[src/swl_pkg.sv]
// Shared types and constants for the sliding-window weight limiter.
// No dependencies; swl_ctrl, the core and the checker in src use it by scoped names.
package swl_pkg;

	localparam int LOG_ENTRIES_DEF = 16;
	localparam int TIME_W          = 32;
	localparam int WEIGHT_W        = 8;
	localparam int LIMIT_W         = 16;
	localparam int TOTAL_FIELD_W   = 12;
	localparam int TOTAL_FIELD_MAX = 4095;
	localparam int CFG_IDX_W       = 1;
	localparam int CFG_DATA_W      = 32;
	localparam logic [LIMIT_W-1:0] LIMIT_RESET  = 16'd100;
	localparam logic [TIME_W-1:0]  WINDOW_RESET = 32'd60000;

	typedef enum logic [CFG_IDX_W-1:0] {
		REG_WEIGHT_LIMIT = 1'b0,
		REG_WINDOW_MS    = 1'b1
	} cfg_reg_t;

	typedef enum logic [1:0] {
		ST_ALLOWED    = 2'd0,
		ST_OVER_LIMIT = 2'd1,
		ST_LOG_FULL   = 2'd2
	} status_t;

	typedef enum logic [1:0] {
		S_IDLE,
		S_SCAN,
		S_LAST,
		S_DECIDE
	} state_t;

	typedef struct packed {
		logic [LIMIT_W-1:0] weight_limit;
		logic [TIME_W-1:0]  window_ms;
	} cfg_t;

endpackage

[src/swl_log_mem.sv]
// Log storage: one synchronous RAM holding {timestamp, weight} per slot.
// One write port and one read port with registered read data. Uses no package.
module swl_log_mem #(
	parameter int DEPTH = 16,
	parameter int AW    = 4,
	parameter int DW    = 40
) (
	input  logic          clk,
	input  logic          rd_en,
	input  logic [AW-1:0] rd_addr,
	output logic [DW-1:0] rd_data,
	input  logic          wr_en,
	input  logic [AW-1:0] wr_addr,
	input  logic [DW-1:0] wr_data
);

	logic [DW-1:0] mem [DEPTH];

	always_ff @(posedge clk) begin
		if (wr_en) begin
			mem[wr_addr] <= wr_data;
		end
	end

	always_ff @(posedge clk) begin
		if (rd_en) begin
			rd_data <= mem[rd_addr];
		end
	end

endmodule

[src/swl_ctrl.sv]
// Scan sequencer: sweeps the log RAM one slot a cycle, expires old entries,
// sums weights, finds the lowest free slot, then decides and logs. Uses swl_pkg.
module swl_ctrl #(
	parameter int LOG_ENTRIES = swl_pkg::LOG_ENTRIES_DEF,
	parameter int IDX_W       = 4
) (
	input  logic                            clk,
	input  logic                            arst_n,
	input  swl_pkg::cfg_t                   cfg,
	input  logic                            start,
	output logic                            busy,
	input  logic [swl_pkg::TIME_W-1:0]      now_ms,
	input  logic [swl_pkg::WEIGHT_W-1:0]    weight,
	output logic                            done,
	output logic [1:0]                      status,
	output logic [swl_pkg::TOTAL_FIELD_W-1:0] window_total,
	output logic                            rd_en,
	output logic [IDX_W-1:0]                rd_addr,
	input  logic [swl_pkg::TIME_W+swl_pkg::WEIGHT_W-1:0] rd_data,
	output logic                            wr_en,
	output logic [IDX_W-1:0]                wr_addr,
	output logic [swl_pkg::TIME_W+swl_pkg::WEIGHT_W-1:0] wr_data
);

	localparam int TOT_W = $clog2(LOG_ENTRIES * 255 + 1);
	localparam int CMP_W = ((TOT_W > swl_pkg::LIMIT_W) ? TOT_W : swl_pkg::LIMIT_W) + 1;
	localparam logic [IDX_W-1:0] LAST_IDX = IDX_W'(LOG_ENTRIES - 1);

	swl_pkg::state_t state_q, state_d;

	logic [swl_pkg::TIME_W-1:0]   now_q;
	logic [swl_pkg::WEIGHT_W-1:0] w_q;
	logic [IDX_W-1:0]             cnt_q;
	logic [TOT_W-1:0]             total_q;
	logic                         free_found_q;
	logic [IDX_W-1:0]             free_idx_q;
	logic [LOG_ENTRIES-1:0]       valid_q;
	logic                         rd_vld_s1;
	logic [IDX_W-1:0]             idx_s1;
	logic                         done_q;
	swl_pkg::status_t             status_q;
	logic [swl_pkg::TOTAL_FIELD_W-1:0] total_out_q;

	logic [swl_pkg::TIME_W-1:0]   rd_time;
	logic [swl_pkg::WEIGHT_W-1:0] rd_weight;
	logic [swl_pkg::TIME_W-1:0]   age;
	logic                         expired;
	logic [CMP_W-1:0]             total_ext;
	logic                         over_limit;
	swl_pkg::status_t             status_d;

	assign rd_time   = rd_data[swl_pkg::TIME_W+swl_pkg::WEIGHT_W-1:swl_pkg::WEIGHT_W];
	assign rd_weight = rd_data[swl_pkg::WEIGHT_W-1:0];
	// Age wraps modulo 2^32, so entries that look ahead of now expire unless the window covers the wrapped age.
	assign age       = now_q - rd_time;
	assign expired   = age > cfg.window_ms;

	assign total_ext  = CMP_W'(total_q);
	assign over_limit = (total_ext + CMP_W'(w_q)) > CMP_W'(cfg.weight_limit);

	always_comb begin
		if (over_limit) begin
			status_d = swl_pkg::ST_OVER_LIMIT;
		end else if (!free_found_q) begin
			status_d = swl_pkg::ST_LOG_FULL;
		end else begin
			status_d = swl_pkg::ST_ALLOWED;
		end
	end

	always_comb begin
		state_d = state_q;
		case (state_q)
			swl_pkg::S_IDLE: begin
				if (start) state_d = swl_pkg::S_SCAN;
			end
			swl_pkg::S_SCAN: begin
				if (cnt_q == LAST_IDX) state_d = swl_pkg::S_LAST;
			end
			swl_pkg::S_LAST:   state_d = swl_pkg::S_DECIDE;
			swl_pkg::S_DECIDE: state_d = swl_pkg::S_IDLE;
			default:           state_d = swl_pkg::S_IDLE;
		endcase
	end

	always_ff @(posedge clk or negedge arst_n) begin
		if (!arst_n) begin
			state_q <= swl_pkg::S_IDLE;
		end else begin
			state_q <= state_d;
		end
	end

	assign busy    = (state_q != swl_pkg::S_IDLE);
	assign rd_en   = (state_q == swl_pkg::S_SCAN);
	assign rd_addr = cnt_q;
	assign wr_en   = (state_q == swl_pkg::S_DECIDE) && (status_d == swl_pkg::ST_ALLOWED);
	assign wr_addr = free_idx_q;
	assign wr_data = {now_q, w_q};

	// Control flops: valid bits, read tracking, result strobe.
	always_ff @(posedge clk or negedge arst_n) begin
		if (!arst_n) begin
			valid_q   <= '0;
			rd_vld_s1 <= 1'b0;
			done_q    <= 1'b0;
		end else begin
			rd_vld_s1 <= (state_q == swl_pkg::S_SCAN);
			done_q    <= (state_q == swl_pkg::S_DECIDE);
			if (rd_vld_s1 && valid_q[idx_s1] && expired) begin
				valid_q[idx_s1] <= 1'b0;
			end
			if (wr_en) begin
				valid_q[free_idx_q] <= 1'b1;
			end
		end
	end

	// Datapath: latch the transaction, accumulate over the sweep, register the result.
	always_ff @(posedge clk) begin
		idx_s1 <= cnt_q;
		if (state_q == swl_pkg::S_IDLE && start) begin
			now_q        <= now_ms;
			w_q          <= weight;
			cnt_q        <= '0;
			total_q      <= '0;
			free_found_q <= 1'b0;
			free_idx_q   <= '0;
		end
		if (state_q == swl_pkg::S_SCAN && cnt_q != LAST_IDX) begin
			cnt_q <= cnt_q + 1'b1;
		end
		if (rd_vld_s1) begin
			if (valid_q[idx_s1] && !expired) begin
				total_q <= total_q + TOT_W'(rd_weight);
			end else if (!free_found_q) begin
				free_found_q <= 1'b1;
				free_idx_q   <= idx_s1;
			end
		end
		if (state_q == swl_pkg::S_DECIDE) begin
			status_q <= status_d;
			if (total_ext > CMP_W'(swl_pkg::TOTAL_FIELD_MAX)) begin
				total_out_q <= swl_pkg::TOTAL_FIELD_W'(swl_pkg::TOTAL_FIELD_MAX);
			end else begin
				total_out_q <= total_ext[swl_pkg::TOTAL_FIELD_W-1:0];
			end
		end
	end

	assign done         = done_q;
	assign status       = status_q;
	assign window_total = total_out_q;

endmodule

[src/sliding_window_weight_limiter_core.sv]
// Top level of the sliding-window weight limiter: configuration registers,
// log RAM and scan sequencer. Depends on swl_pkg, swl_log_mem and swl_ctrl.
//
//   channel   signals                                     transfer
//   request   start, busy, now_ms, weight                 start && !busy
//   result    done, status, window_total                  done (one cycle)
//   config    cfg_we, cfg_index, cfg_wdata                cfg_we
//
// A request is accepted into S_SCAN, where the sweep reads one log slot per cycle
// through the single RAM read port; S_LAST then takes the last registered read data
// and S_DECIDE decides and logs.
// The strobe shows in the first idle cycle, where a new start is taken.
// Reset empties the log at once through per-slot valid flops; no clearing pass.
// Results cannot be stalled; configuration writes take effect on the next edge.
module sliding_window_weight_limiter_core #(
	parameter int LOG_ENTRIES = swl_pkg::LOG_ENTRIES_DEF
) (
	input  logic                                clk,
	input  logic                                arst_n,
	input  logic                                start,
	output logic                                busy,
	input  logic [swl_pkg::TIME_W-1:0]          now_ms,
	input  logic [swl_pkg::WEIGHT_W-1:0]        weight,
	output logic                                done,
	output logic [1:0]                          status,
	output logic [swl_pkg::TOTAL_FIELD_W-1:0]   window_total,
	input  logic                                cfg_we,
	input  logic [swl_pkg::CFG_IDX_W-1:0]       cfg_index,
	input  logic [swl_pkg::CFG_DATA_W-1:0]      cfg_wdata
);

	localparam int IDX_W = (LOG_ENTRIES > 1) ? $clog2(LOG_ENTRIES) : 1;
	localparam int DW    = swl_pkg::TIME_W + swl_pkg::WEIGHT_W;

	swl_pkg::cfg_t cfg_q;

	logic             rd_en;
	logic [IDX_W-1:0] rd_addr;
	logic [DW-1:0]    rd_data;
	logic             wr_en;
	logic [IDX_W-1:0] wr_addr;
	logic [DW-1:0]    wr_data;

	always_ff @(posedge clk or negedge arst_n) begin
		if (!arst_n) begin
			cfg_q.weight_limit <= swl_pkg::LIMIT_RESET;
			cfg_q.window_ms    <= swl_pkg::WINDOW_RESET;
		end else if (cfg_we) begin
			case (swl_pkg::cfg_reg_t'(cfg_index))
				swl_pkg::REG_WEIGHT_LIMIT:
					cfg_q.weight_limit <= cfg_wdata[swl_pkg::LIMIT_W-1:0];
				swl_pkg::REG_WINDOW_MS:
					cfg_q.window_ms <= cfg_wdata[swl_pkg::TIME_W-1:0];
				default: begin
				end
			endcase
		end
	end

	swl_log_mem #(
		.DEPTH (LOG_ENTRIES),
		.AW    (IDX_W),
		.DW    (DW)
	) u_mem (
		.clk     (clk),
		.rd_en   (rd_en),
		.rd_addr (rd_addr),
		.rd_data (rd_data),
		.wr_en   (wr_en),
		.wr_addr (wr_addr),
		.wr_data (wr_data)
	);

	swl_ctrl #(
		.LOG_ENTRIES (LOG_ENTRIES),
		.IDX_W       (IDX_W)
	) u_ctrl (
		.clk          (clk),
		.arst_n       (arst_n),
		.cfg          (cfg_q),
		.start        (start),
		.busy         (busy),
		.now_ms       (now_ms),
		.weight       (weight),
		.done         (done),
		.status       (status),
		.window_total (window_total),
		.rd_en        (rd_en),
		.rd_addr      (rd_addr),
		.rd_data      (rd_data),
		.wr_en        (wr_en),
		.wr_addr      (wr_addr),
		.wr_data      (wr_data)
	);

endmodule

[config.mk]
export PLATFORM = sky130hd
export DESIGN_NAME = sliding_window_weight_limiter_core
export DESIGN_NICKNAME = d
export VERILOG_FILES = /design/src/swl_pkg.sv /design/src/swl_log_mem.sv /design/src/swl_ctrl.sv /design/src/sliding_window_weight_limiter_core.sv
export SDC_FILE = /design/constraint.sdc
export NUM_CORES = 1
export LEC_CHECK = 0
export BUFFER_PORTS_ARGS = -buffer_cell sky130_fd_sc_hd__buf_4
export CORE_MARGIN = 1
export CORE_UTILIZATION = 56
export CTS_CLUSTER_DIAMETER = 120
export CTS_CLUSTER_SIZE = 12
export DETAILED_ROUTE_END_ITERATION = 6
export GPL_TIMING_DRIVEN = 1
export PLACE_DENSITY = 0.8
export RECOVER_POWER = 50
export SLEW_MARGIN = 0
export SYNTH_ARGS = -nofsm -noshare
export SYNTH_HDL_FRONTEND = slang
export SYNTH_HIERARCHICAL = 1
export SYNTH_SLANG_ARGS = --single-unit
[constraint.sdc]
create_clock -name clk -period 19.92 [get_ports clk]
set_input_delay 2.988 -clock clk [delete_from_list [all_inputs] [get_ports clk]]
set_output_delay 2.988 -clock clk [all_outputs]
set_load 0.1 [all_outputs]
==> results.txt <==
* Vias in the first global route: 19020
- Top cells by area, synth: sky130_fd_sc_hd__edfxtp_1 (63%), sky130_fd_sc_hd__mux4_2 (6.8%), sky130_fd_sc_hd__mux4_1 (4.5%)
* Leading register cell type out of synthesis: sky130_fd_sc_hd__edfxtp_1
- Required time at the endpoint of the critical path: approximately 20 ns
* Vias per cell: 6.306
* Startpoint of the worst register-to-register path: u_ctrl/rd_addr[0]
* Instance count of the mapped netlist: about 2000
- Total routed wirelength: 77.47 mm
- Timing would allow up to about 110 MHz.
- Total of flip-flops plus latches after synthesis: between 800 and 900
- Summing over every cut layer, the via total after detailed routing is 18750.
* Area fraction of the dominant cell type after synthesis: 63.50%
- Failing checks: max-capacitance violations, max-slew violations
* Number of nets in the synthesized netlist: 2128
- Setup Buffers After CTS: 0
- Entering global routing, the biggest net connects 114 pins.
- Hold path start: cfg_q[28]
- Leakage power summed over all cells: 13.77 nW
- The number of cells on the worst reg-to-reg path is 5.
* DRC violation count after routing: 0
- Slew @ Worst Pin: around 9.0 ns
- Number of pins exceeding their max-slew limit in the final report: 229
- CTS hold repair buffers: 0
- The floorplan step defined a core boundary enclosing 0.06160 mm2.
- Cell with the most instances after synthesis: sky130_fd_sc_hd__edfxtp_1
- Max-cap violations in this run came to 3.
- The synthesized netlist occupies a cell area of 0.03490 mm2.
* Maximum resistive drop on vdd: ~100 uV
- CP max FO: 113
* Clock tree from TritonCTS: built
* Number of resized instances in the post-cts repair step: 0
- Across all register-to-register paths, the minimum setup slack is 10.55 ns.
* Maximum root-to-sink buffer count: 3
- Overflow left after global routing: 0
* Worst Path Arrival: 9.74 ns
* Global router's overall resource usage: 24.98%
- Unrepaired setup endpoints after global routing: no
- Measured along the x axis, the die boundary spans 251.6 um.
* Clock slew at reported path FFs: about 0.06 ns
- Diode insertion count for antenna repair: 0
* Post-synth top area cell: sky130_fd_sc_hd__edfxtp_1
- PwrDens: 143.9 mW/mm2
* Internal power contribution: 0.003708 W
- The flow ran to the end, but the final reports show violations.
- Async SR Flop Fraction: between 8 and 9%
- Hold/Removal Path Class: reg2reg
- Number of buffers inserted by port buffering: 92
- The clock tree synthesis step divided the H-tree into 3 levels.
- Combinational logic is responsible for 34.3% of the overall power.
- Sequential cells were found to cover 69.61% of the synthesized design area.
- The worst setup path is of the reg2reg kind.
- Clock tree synthesis found a total of 827 sinks.
- The number of endpoints with negative hold slack in the final report came to 0.
* Type of element capturing the critical path: flop
- Design area: around 0.039 mm2
- The synthesized design contains 738 enable-type register cells.
- First-pass GRT wire length: 116.7 mm
- Count of warnings emitted by yosys: 6
- In this run, CTS created clock tree buffers numbering 78.
- The synthesized netlist contains 70 unique library cells.
- Switch Pwr: roughly 0.0019 W
- DR WL/cell: 26.06 um
- The routed design could run at a clock period as short as between 9 and 10 ns.
- In this run, flip-flops and latches consume between 40% and 50% of the power.
- Across the routed clock network, the largest skew measured is 0.03764 ns.
- Starting utilization of the core area: between 50% and 60%
* Proportion of layout cells with a drive suffix above 1: 18.68%
- Sw Share: between 30% and 40%
- Post-DP HPWL: 46.73 mm
- Number of nets in the finished design: 2249
* Count of TritonRoute iterations in the first routing pass: 6
* Cell at the root of the clock tree: sky130_fd_sc_hd__clkbuf_16
- Along the worst hold path, the cell count comes to 1.
- Area of the die: 0.06333 mm2
- Row count: 91
- R2R Path End: u_mem/rd_data[21]
* Worst min-delay path endpoint: cfg_q[28]
* Synthesis-to-finish area growth: 11.06%
* Final RePlAce weighted congestion: 0.9213
* Post-route clock period utilization: 47.03%
- For this block, the initial DRC count from the detailed router was 2213.
- Crit start category: flop
- Measured along the y axis, the die boundary spans 251.6 um.
- The detail route stage leaves a number of antenna-violating nets equal to 0.
- Setup violations remaining at the end of the flow were counted as 0.
* Fin util: 62.93%
* Top cells by count, synth: sky130_fd_sc_hd__edfxtp_1 (738), sky130_fd_sc_hd__inv_1 (120), sky130_fd_sc_hd__mux4_2 (105)
- Total negative setup slack: 0 ns
* Antenna violations before repair: 0
* Placed Instance Area: 0.03650 mm2
* Mean post-synth cell area: 17.90 um2
- Clock insertion delay at the later pin of the skew report: 0.64 ns
* Top-Level Pins: 93
- Remaining max-slew budget at the tightest pin: -498.4%
* Share of power burned in the clock network: 24.7%
worst max-delay path by stage:
stage / to / start / cells past startpoint
final: u_mem/rd_data[21] / u_ctrl/rd_addr[0] / 5
after detailed placement: u_mem/mem[2][11] / u_ctrl/w_q[0] / 16
after floorplan: u_mem/mem[0][0] / u_ctrl/w_q[0] / 19
after global routing: u_mem/rd_data[21] / u_ctrl/rd_addr[0] / 5
after CTS: u_mem/mem[2][10] / u_ctrl/w_q[0] / 16
after global placement: u_mem/mem[2][16] / u_ctrl/w_q[0] / 16
cells in the final DEF, fill, tap and decap left out, drive strengths merged, types with 10 or more instances in the layout:
cell type  instances
mux2i             12
o221ai            16
a22oi             80
mux4             165
dfxtp             21
buf               81
edfxtp           738
a21oi             44
clkbuf           181
xor2              24
nand3             18
nor3              13
nor2b             11
a21o              37
xnor2             21
o21ai             32
dfrtp             58
mux2              50
dfstp             10
ha                98
nand2            100
nand2b            10
inv              123
nand4             19
nor2              59
per-layer routing:
layer / share of wire (%) / global-route usage (%) / up-vias
met5: 0 / 0 / -
met4: 2.6 / 7.561 / 0
met3: 8.3 / 4.436 / 156
met2: 49 / 40.76 / 923
met1: 40 / 34.69 / 9627
li1: - / - / 8042
metrics by stage:
step	total power (W)	hold WS, ns	setup WS [ns]	instances
floorplan	0.003704	0.4107	12.69	1950
global placement	0.004098	0.4803	13.62	2828
detailed placement	0.004156	0.4822	13.47	2828
CTS	0.005549	0.5026	13.41	2973
global route	0.005850	0.5117	9.498	2973
finish	0.005579	0.5030	10.55	2973
layout make-up:
cell class	count	area, um2
sequential	827	24300
tap	837	1047
timing repair buffer	124	900.9
multi-input combinational	920	9761
clock buffer	138	2177
fill	4138	22840
inverter	120	450.4
clock inverter	7	130.1
worst max-delay path, cell delays in order, from the launching register on:
cell,delay [ns]
sky130_fd_sc_hd__edfxtp_1,0.32
sky130_fd_sc_hd__clkbuf_1,6.12
sky130_fd_sc_hd__buf_4,1.50
sky130_fd_sc_hd__mux4_2,0.65
sky130_fd_sc_hd__a22oi_1,0.27
sky130_fd_sc_hd__nand2_1,0.11
power groups by stage:
| stage | Clock (W) | Sequential [W] | Combinational, W |
|---|---|---|---|
| global placement | 0 | 0.00231 | 0.00179 |
| detailed placement | 0 | 0.00232 | 0.00184 |
| global route | 0.00146 | 0.00231 | 0.00208 |
| floorplan | 0 | 0.00230 | 0.00140 |
| finish | 0.00138 | 0.00229 | 0.00192 |
| CTS | 0.00140 | 0.00228 | 0.00186 |
registers in the layout, summed over array words and instances, names as in the netlist, 2 cells and up:
| register | flops |
|---|---|
| u_mem/mem | 640 |
| cfg_q | 48 |
| u_mem/rd_data | 40 |
| u_ctrl/now_q | 32 |
| u_ctrl/valid_q | 16 |
| u_ctrl/total_q | 12 |
| u_ctrl/window_total | 12 |
| u_ctrl/w_q | 8 |
| u_ctrl/idx_s1 | 4 |
| u_ctrl/rd_addr | 4 |
| u_ctrl/wr_addr | 4 |
| u_ctrl/state_q | 2 |
| u_ctrl/status | 2 |
kinds of logic (layout without fill, tap and decap cells):
group / count (synthesis) / after routing / share of synthesized area [%]
muxes: 227 / 227 / 13.36
xor gates and xnor gates: 45 / 45 / 1.129
adders and majority gates: 101 / 101 / 3.685
and+or+nand+nor: 269 / 269 / 3.617
AOI/OAI and AO/OA: 278 / 278 / 5.779
buffers and inverters: 203 / 389 / 2.818
DFF: 827 / 827 / 69.61
(Power assumes the default switching activity.)
